<file path="config.mk">
export PLATFORM = sky130hd
export DESIGN_NAME = repetition_timing_monitor
export DESIGN_NICKNAME = d
export VERILOG_FILES = /design/src/rtl/rtm_pkg.sv /design/src/rtl/rtm_cfg_regs.sv /design/src/rtl/rtm_core.sv /design/src/rtl/repetition_timing_monitor.sv
export SDC_FILE = /design/constraint.sdc
export NUM_CORES = 2
export LEC_CHECK = 0
export BUFFER_PORTS_ARGS = -buffer_cell sky130_fd_sc_hd__buf_2
export CAP_MARGIN = 40
export CORE_ASPECT_RATIO = 0.9
export CORE_MARGIN = 3
export CORE_UTILIZATION = 35
export CTS_CLUSTER_DIAMETER = 40
export DETAILED_ROUTE_END_ITERATION = 8
export GPL_ROUTABILITY_DRIVEN = 1
export PLACE_DENSITY = 0.55
export SETUP_SLACK_MARGIN = 0.2
export SLEW_MARGIN = 10
export SYNTH_ARGS = -nofsm -noshare
export SYNTH_HDL_FRONTEND = slang
export SYNTH_SLANG_ARGS = --single-unit
</file>
<file path="constraint.sdc">
create_clock -name aclk -period 26.2 [get_ports aclk]
set_input_delay 1.31 -clock aclk [delete_from_list [all_inputs] [get_ports aclk]]
set_output_delay 1.31 -clock aclk [all_outputs]
set_load 0.01 [all_outputs]
</file>
<file path="src/rtl/rtm_pkg.sv">
// Package for the repetition timing monitor: transaction types, request
// codes, run mode codes and the configuration bundle.
// Depends on nothing; every other file in rtl/ uses it.
`timescale 1ns / 1ps

package rtm_pkg;

    // Request codes carried in req_type.
    localparam logic [2:0] REQ_START_WAVE  = 3'd0;
    localparam logic [2:0] REQ_BEGIN_BLOCK = 3'd1;
    localparam logic [2:0] REQ_END_BLOCK   = 3'd2;
    localparam logic [2:0] REQ_ADD_BYTES   = 3'd3;
    localparam logic [2:0] REQ_CHECK       = 3'd4;

    // Run mode codes.
    localparam logic [1:0] MODE_UNINIT    = 2'd0;
    localparam logic [1:0] MODE_TESTING   = 2'd1;
    localparam logic [1:0] MODE_COMPLETED = 2'd2;
    localparam logic [1:0] MODE_ERROR     = 2'd3;

    // Fault code bits.
    localparam logic [1:0] FAULT_NONE       = 2'b00;
    localparam logic [1:0] FAULT_UNBALANCED = 2'b01;
    localparam logic [1:0] FAULT_BYTES      = 2'b10;

    // Configuration register indexes.
    localparam logic REG_TARGET_BYTES = 1'b0;
    localparam logic REG_TRY_DURATION = 1'b1;

    localparam int unsigned PADDR_W = 4;
    localparam int unsigned PDATA_W = 64;

    typedef struct packed {
        logic [2:0]  req_type;
        logic [63:0] timestamp;
        logic [31:0] byte_amount;
    } in_item_t;

    typedef struct packed {
        logic        still_testing;
        logic [1:0]  run_mode;
        logic [1:0]  fault_code;
        logic        new_minimum;
        logic [31:0] iterations;
        logic [63:0] fastest_time;
        logic [63:0] slowest_time;
        logic [63:0] summed_time;
    } out_item_t;

    typedef struct packed {
        logic [63:0] target_bytes;
        logic [63:0] try_duration_ticks;
    } cfg_t;

endpackage

</file>
<file path="src/rtl/rtm_cfg_regs.sv">
// APB-style configuration register file for the repetition timing monitor.
// Holds the target byte count and the idle timeout. Depends on rtm_pkg.
`timescale 1ns / 1ps

module rtm_cfg_regs (
    input  logic                          aclk,
    input  logic                          aresetn,
    input  logic                          psel,
    input  logic                          penable,
    input  logic                          pwrite,
    input  logic [rtm_pkg::PADDR_W-1:0]   paddr,
    input  logic [rtm_pkg::PDATA_W-1:0]   pwdata,
    output logic [rtm_pkg::PDATA_W-1:0]   prdata,
    output logic                          pready,
    output rtm_pkg::cfg_t                 cfg
);

    logic [63:0] target_bytes_reg;
    logic [63:0] try_duration_reg;
    logic        wr_en;
    logic        reg_sel;

    // Registers sit 8 bytes apart; bit 3 of the address picks one.
    assign reg_sel = paddr[3];
    assign wr_en   = psel && penable && pwrite;
    assign pready  = 1'b1;

    always_ff @(posedge aclk) begin
        if (!aresetn) begin
            target_bytes_reg <= '0;
            try_duration_reg <= '0;
        end else if (wr_en) begin
            if (reg_sel == rtm_pkg::REG_TARGET_BYTES) begin
                target_bytes_reg <= pwdata;
            end else begin
                try_duration_reg <= pwdata;
            end
        end
    end

    assign prdata = (reg_sel == rtm_pkg::REG_TRY_DURATION) ? try_duration_reg
                                                           : target_bytes_reg;

    assign cfg.target_bytes       = target_bytes_reg;
    assign cfg.try_duration_ticks = try_duration_reg;

endmodule

</file>
<file path="src/rtl/rtm_core.sv">
// Test state and statistics of the repetition timing monitor. Applies one
// event per cycle while step is high and forms its result. Depends on rtm_pkg.
`timescale 1ns / 1ps

module rtm_core (
    input  logic               aclk,
    input  logic               aresetn,
    input  logic               step,
    input  rtm_pkg::in_item_t  item,
    input  rtm_pkg::cfg_t      cfg,
    output rtm_pkg::out_item_t result
);

    logic [1:0]  mode_reg,        mode_next;
    logic [63:0] wave_start_reg,  wave_start_next;
    logic [31:0] open_count_reg,  open_count_next;
    logic [31:0] close_count_reg, close_count_next;
    logic [63:0] acc_ticks_reg,   acc_ticks_next;
    logic [63:0] acc_bytes_reg,   acc_bytes_next;
    logic [31:0] iter_count_reg,  iter_count_next;
    logic [63:0] total_ticks_reg, total_ticks_next;
    logic [63:0] min_ticks_reg,   min_ticks_next;
    logic [63:0] max_ticks_reg,   max_ticks_next;

    logic        still;
    logic [1:0]  fault;
    logic        newmin;
    logic [63:0] elapsed;

    assign elapsed = item.timestamp - wave_start_reg;

    always_comb begin
        mode_next        = mode_reg;
        wave_start_next  = wave_start_reg;
        open_count_next  = open_count_reg;
        close_count_next = close_count_reg;
        acc_ticks_next   = acc_ticks_reg;
        acc_bytes_next   = acc_bytes_reg;
        iter_count_next  = iter_count_reg;
        total_ticks_next = total_ticks_reg;
        min_ticks_next   = min_ticks_reg;
        max_ticks_next   = max_ticks_reg;
        still            = 1'b0;
        fault            = rtm_pkg::FAULT_NONE;
        newmin           = 1'b0;

        unique case (item.req_type)
            rtm_pkg::REQ_START_WAVE: begin
                if (mode_reg == rtm_pkg::MODE_UNINIT) begin
                    mode_next      = rtm_pkg::MODE_TESTING;
                    min_ticks_next = '1;
                end else if (mode_reg == rtm_pkg::MODE_COMPLETED) begin
                    mode_next = rtm_pkg::MODE_TESTING;
                end
                wave_start_next = item.timestamp;
            end
            rtm_pkg::REQ_BEGIN_BLOCK: begin
                open_count_next = open_count_reg + 32'd1;
                acc_ticks_next  = acc_ticks_reg - item.timestamp;
            end
            rtm_pkg::REQ_END_BLOCK: begin
                close_count_next = close_count_reg + 32'd1;
                acc_ticks_next   = acc_ticks_reg + item.timestamp;
            end
            rtm_pkg::REQ_ADD_BYTES: begin
                acc_bytes_next = acc_bytes_reg + {32'd0, item.byte_amount};
            end
            rtm_pkg::REQ_CHECK: begin
                if (mode_reg == rtm_pkg::MODE_TESTING) begin
                    if (open_count_reg == 32'd0) begin
                        // No timed region yet: nothing to validate or record.
                        still = 1'b1;
                    end else begin
                        if (open_count_reg != close_count_reg) begin
                            fault = fault | rtm_pkg::FAULT_UNBALANCED;
                        end
                        if (acc_bytes_reg != cfg.target_bytes) begin
                            fault = fault | rtm_pkg::FAULT_BYTES;
                        end
                        if (fault != rtm_pkg::FAULT_NONE) begin
                            mode_next = rtm_pkg::MODE_ERROR;
                        end else if (elapsed > cfg.try_duration_ticks) begin
                            mode_next = rtm_pkg::MODE_COMPLETED;
                        end else begin
                            iter_count_next  = iter_count_reg + 32'd1;
                            total_ticks_next = total_ticks_reg + acc_ticks_reg;
                            if (max_ticks_reg < acc_ticks_reg) begin
                                max_ticks_next = acc_ticks_reg;
                            end
                            if (min_ticks_reg > acc_ticks_reg) begin
                                // A new minimum restarts the idle timeout.
                                min_ticks_next  = acc_ticks_reg;
                                wave_start_next = item.timestamp;
                                newmin          = 1'b1;
                            end
                            open_count_next  = '0;
                            close_count_next = '0;
                            acc_ticks_next   = '0;
                            acc_bytes_next   = '0;
                            still            = 1'b1;
                        end
                    end
                end
            end
            default: begin
            end
        endcase
    end

    always_ff @(posedge aclk) begin
        if (!aresetn) begin
            mode_reg        <= rtm_pkg::MODE_UNINIT;
            wave_start_reg  <= '0;
            open_count_reg  <= '0;
            close_count_reg <= '0;
            acc_ticks_reg   <= '0;
            acc_bytes_reg   <= '0;
            iter_count_reg  <= '0;
            total_ticks_reg <= '0;
            min_ticks_reg   <= '0;
            max_ticks_reg   <= '0;
        end else if (step) begin
            mode_reg        <= mode_next;
            wave_start_reg  <= wave_start_next;
            open_count_reg  <= open_count_next;
            close_count_reg <= close_count_next;
            acc_ticks_reg   <= acc_ticks_next;
            acc_bytes_reg   <= acc_bytes_next;
            iter_count_reg  <= iter_count_next;
            total_ticks_reg <= total_ticks_next;
            min_ticks_reg   <= min_ticks_next;
            max_ticks_reg   <= max_ticks_next;
        end
    end

    assign result.still_testing = still;
    assign result.run_mode      = mode_next;
    assign result.fault_code    = fault;
    assign result.new_minimum   = newmin;
    assign result.iterations    = iter_count_next;
    assign result.fastest_time  = min_ticks_next;
    assign result.slowest_time  = max_ticks_next;
    assign result.summed_time   = total_ticks_next;

endmodule

</file>
<file path="src/rtl/repetition_timing_monitor.sv">
// Repetition timing monitor: m_valid rises when the result of an accepted input is registered.
// Throughput is one transaction per cycle with m_ready high; the test state update is the loop.
// The input register takes a new transaction while a result still waits on m_ready.
// Reset (aresetn low, synchronous) empties both registers, zeroes all statistics,
// sets the mode to uninitialized and clears both configuration registers.
`timescale 1ns / 1ps

module repetition_timing_monitor (
    input  logic                          aclk,
    input  logic                          aresetn,
    // Event channel.
    input  logic                          s_valid,
    output logic                          s_ready,
    input  rtm_pkg::in_item_t             s_data,
    // Result channel.
    output logic                          m_valid,
    input  logic                          m_ready,
    output rtm_pkg::out_item_t            m_data,
    // Configuration port.
    input  logic                          psel,
    input  logic                          penable,
    input  logic                          pwrite,
    input  logic [rtm_pkg::PADDR_W-1:0]   paddr,
    input  logic [rtm_pkg::PDATA_W-1:0]   pwdata,
    output logic [rtm_pkg::PDATA_W-1:0]   prdata,
    output logic                          pready
);

    // Input register: holds one accepted transaction until the core applies it.
    logic               in_valid_reg;
    rtm_pkg::in_item_t  in_item_reg;

    // Result register: holds one finished result until the sink takes it.
    logic               out_valid_reg;
    rtm_pkg::out_item_t out_item_reg;

    rtm_pkg::cfg_t      cfg;
    rtm_pkg::out_item_t core_result;
    logic               advance;

    // The core applies the held transaction whenever the result register is
    // empty or is being drained in this same cycle. State updates and the
    // result capture happen together, so results leave in event order.
    assign advance = in_valid_reg && (!out_valid_reg || m_ready);

    // A new transaction enters when the input register is empty or moves on.
    assign s_ready = !in_valid_reg || advance;

    always_ff @(posedge aclk) begin
        if (!aresetn) begin
            in_valid_reg <= 1'b0;
        end else if (s_ready) begin
            in_valid_reg <= s_valid;
        end
    end

    always_ff @(posedge aclk) begin
        if (s_valid && s_ready) begin
            in_item_reg <= s_data;
        end
    end

    always_ff @(posedge aclk) begin
        if (!aresetn) begin
            out_valid_reg <= 1'b0;
        end else if (advance) begin
            out_valid_reg <= 1'b1;
        end else if (m_ready) begin
            out_valid_reg <= 1'b0;
        end
    end

    always_ff @(posedge aclk) begin
        if (advance) begin
            out_item_reg <= core_result;
        end
    end

    assign m_valid = out_valid_reg;
    assign m_data  = out_item_reg;

    // Configuration registers; written by the user only while no event is in flight; unchecked.
    rtm_cfg_regs u_cfg_regs (
        .aclk    (aclk),
        .aresetn (aresetn),
        .psel    (psel),
        .penable (penable),
        .pwrite  (pwrite),
        .paddr   (paddr),
        .pwdata  (pwdata),
        .prdata  (prdata),
        .pready  (pready),
        .cfg     (cfg)
    );

    // Test state, statistics and per-event result.
    rtm_core u_core (
        .aclk    (aclk),
        .aresetn (aresetn),
        .step    (advance),
        .item    (in_item_reg),
        .cfg     (cfg),
        .result  (core_result)
    );

endmodule

</file>
==> run_results.csv <==
group,metric,value,unit
status,status,"complete, no violations",
drt,firstDrtPassIters,5,
clock_network,cts_root_buf,"clkbuf_16",
yosys,avgSynthCellArea,9.00,um^2
hold_path,hold_path_startpoint,"u_core.wave_start_reg[35]$_SDFFE_PN0P_",
place,dp_slack,16.92,ns
setup_path,worstSetupPathType,"reg2reg",
sta,setup-tns-final,0,ns
drt,drtIter0Drc,3050,
power,vdd_drop_max,63.2,uV
power,p_leak,26.3,nW
clock_network,clkTransAtPathRegs,0.05,ns
finish,area_growth,18.5,%
clock_network,clk_latency,0.81,ns
setup_path,r2r-start,"in_item_reg[32]$_DFFE_PP_",
drt,post_drt_wl_per_cell,20.1,um
drt,antenna_left,0,
finish,nets,6983,
sta,fin_crit,9.36,ns
die,die_w,421,um
power,clkPwrFrac,52.4,%
power,p_comb_share,9.7,%
yosys,yosys_most_used_dff,"dfxtp_1",
sta,setup_violations,0,
drt,num_vias,45320,
yosys,ys_types,88,
setup_path,critical_path_buf_inv_count,5,
die,start_util,35.4,%
grt,grt_max_degree,142,
yosys,synth_area,54200,um^2
clock_network,cts_htree_levels,4,
clock_network,post_cts_buffers,0,
clock_network,numCtsBuffers,159,
die,rows,136,
clock_network,cts.path.max_buffers,3,
drt,wl,172000,um
yosys,synth_fp_nets,6610,
setup_path,path_max_fanout,22,
sta,fmax,107,MHz
sta,worst_pin_slew,0.904,ns
setup_path,critPathSlowestCell,"o2111a_1",
die,fp.dieArea,160000,um^2
sta,finClkSkew,0.0569,ns
grt,first_global_vias,43027,
clock_network,cts_tree,"done",
yosys,ys_ff_latch,941,
sta,slew_viol_final,0,
place,gp_congestion,0.918,
finish,n_fill_cell,15140,
sta,relSlewSlack,39.8,%
yosys,yosysWarnings,0,
power,p_sw_share,26.8,%
place,post-dp-hpwl,129000,um
setup_path,cp_slowest_stage_delay,0.79,ns
power,p_int,0.00307,W
hold_path,min_path_type,"reg2reg",
sta,hold_viol,0,
clock_network,cts_resized,0,
setup_path,cp.required,26.94,ns
run,max-cap-violations,0,
clock_network,hold_buffers,0,
sta,rsz0062_at_grt,"false",
power,power_frac_seq,37.9,%
die,ios,471,
yosys,synthArstFlopShare,0,%
grt,grt.total_usage,20.9,%
sta,post-route-period-util,35.7,%
drt,viasPerCell,5.31,
setup_path,critical-path-top-delay-family,"compound AO/OA/AOI/OAI gates",
setup_path,worst_setup_path_end_kind,"register",
grt,grt_remaining_overflow,0,
die,core_area,153000,um^2
die,dieHeight,379,um
setup_path,cp-start-kind,"register",
grt,grt_pass1_wl,258000,um
sta,fin_ws,16.84,ns
yosys,netlist_instances,6015,
yosys,synth_edf_count,329,
setup_path,cp-startpoint,"in_item_reg[32]$_DFFE_PP_",
grt,grt_antenna_before_repair,11,
yosys,yosysSeqAreaShare,40.9,%
drt,drc,0,
clock_network,cts.sinks,941,
power,p_per_area,65.4,nW/um^2
place,io_buffers,466,
setup_path,cp.arrival,10.09,ns
finish,largest_register_ffs,230,
finish,drive_gt1_share,14.8,%
power,p_sw,0.00113,W
## per-layer routing
layer	global-route usage [%]	part of all wire, %	wire (um)
met1	28.8	47	79900
met2	33.4	45	77700
met3	2.62	4.6	7900
met4	7.83	3.6	6230
met5	0	0	0
## cell families after synthesis
kind of cell | count (synthesis) | share of synthesized area, %
flip-flops | 941 | 40.9
multiplexers | 103 | 2.14
buffers and inverters | 585 | 4.29
AO/OA/AOI/OAI | 1553 | 18.5
adder cells (fa/ha/maj) | 421 | 9.78
AND/OR/NAND/NOR | 1907 | 16.3
other | 1 | 0.00692
XOR/XNOR | 504 | 8.15
## through the flow
step	hold WS, ns	std cells	total power (W)	instance area, um^2	utilization, %
CTS	0.468	8527	0.00425	64200	41.9
global route	0.487	8529	0.00436	64200	41.9
finish	0.466	8531	0.00420	64200	41.9
floorplan	0.444	6015	0.00188	54200	-
global placement	0.454	8220	0.00202	58200	38.0
detailed placement	0.461	8228	0.00203	58400	38.1
## worst reg2reg max path, delay by kind of cell (launching register included)
kind	cells	cell delay, ns
xor gates and xnor gates	1	0.19
buffers and inverters	5	1.14
adders and majority gates	3	0.89
DFF	1	0.46
and+or+nand+nor	5	1.76
AOI/OAI and AO/OA	16	4.87
## cell type report
type	count	area (um^2)	area share, %
Multi-Input combinational cell	4489	29800	46.5
Timing Repair Buffer	525	2910	4.53
Clock buffer	181	4170	6.50
Inverter	272	1040	1.61
Sequential cell	941	22100	34.5
Tap cell	2001	2500	3.90
Clock inverter	118	1590	2.48
Antenna cell	4	10.0	0.0156
## synthesized netlist by cell type, types with 7 or more instances
cell type / count / area share [%]
or2_2: 14 / 0.16
o21ai_0: 325 / 3.0
nand2b_1: 35 / 0.40
or3_1: 41 / 0.47
a221oi_1: 7 / 0.11
o21a_1: 28 / 0.39
a22o_1: 26 / 0.42
o31ai_1: 86 / 1.2
o41ai_1: 10 / 0.16
and4_1: 17 / 0.27
ha_1: 417 / 9.6
nand3_1: 277 / 2.6
nand4_1: 125 / 1.4
o22a_1: 63 / 1.0
clkbuf_1: 274 / 1.9
mux2_2: 101 / 2.1
or4_1: 15 / 0.21
inv_1: 270 / 1.9
a2111oi_0: 7 / 0.11
a211oi_1: 31 / 0.43
o221a_1: 60 / 1.2
xnor2_1: 220 / 3.6
dfxtp_1: 612 / 23
nor2b_1: 48 / 0.55
nand2_1: 744 / 5.2
a21o_1: 214 / 3.0
nor2_1: 363 / 2.5
o21bai_1: 38 / 0.53
xor2_1: 284 / 4.6
buf_1: 20 / 0.14
edfxtp_1: 329 / 18
and2_1: 21 / 0.24
nor3_1: 86 / 0.79
o211ai_1: 26 / 0.36
nor4_1: 51 / 0.59
o22ai_1: 9 / 0.10
buf_2: 10 / 0.092
a21oi_1: 510 / 4.7
a31oi_1: 31 / 0.36
and3_1: 49 / 0.57
## power groups by stage
stage                     combinational, W  clock, W  sequential [W]
after CTS                         0.000412   0.00225         0.00159
after global routing              0.000455   0.00232         0.00159
after global placement            0.000405         0         0.00162
final                             0.000409   0.00220         0.00159
after floorplan                   0.000265         0         0.00162
after detailed placement          0.000410         0         0.00162
## layout by cell type (no fill, tap or decap), types with 28 or more instances in the layout
cell type / instances
ha_1: 417
nand2b_1: 33
nor2b_1: 48
buf_4: 51
mux2_2: 101
o221a_1: 60
xor2_1: 284
buf_2: 466
inv_1: 270
or3_1: 40
nor2_1: 358
dfxtp_1: 612
and3_1: 49
clkbuf_16: 160
xnor2_1: 220
nor4_1: 51
o31ai_1: 86
a21oi_1: 510
o21ai_0: 325
nand4_1: 125
nand3_1: 275
a21o_1: 214
o21bai_1: 38
a31oi_1: 31
o22a_1: 63
o21a_1: 28
a211oi_1: 31
edfxtp_1: 329
nand2_1: 742
nor3_1: 83
## worst paths after layout
path	cells after the start	endpoint	slack [ns]
worst max register to register	30	u_core.acc_bytes_reg[46]$_SDFFE_PN0P_	16.84
worst min register to register	2	u_core.wave_start_reg[35]$_SDFFE_PN0P_	0.47
worst max-delay path	30	u_core.acc_bytes_reg[46]$_SDFFE_PN0P_	16.84
worst min-delay path	2	u_core.wave_start_reg[35]$_SDFFE_PN0P_	0.47
Power figures use the tool's default switching activity.
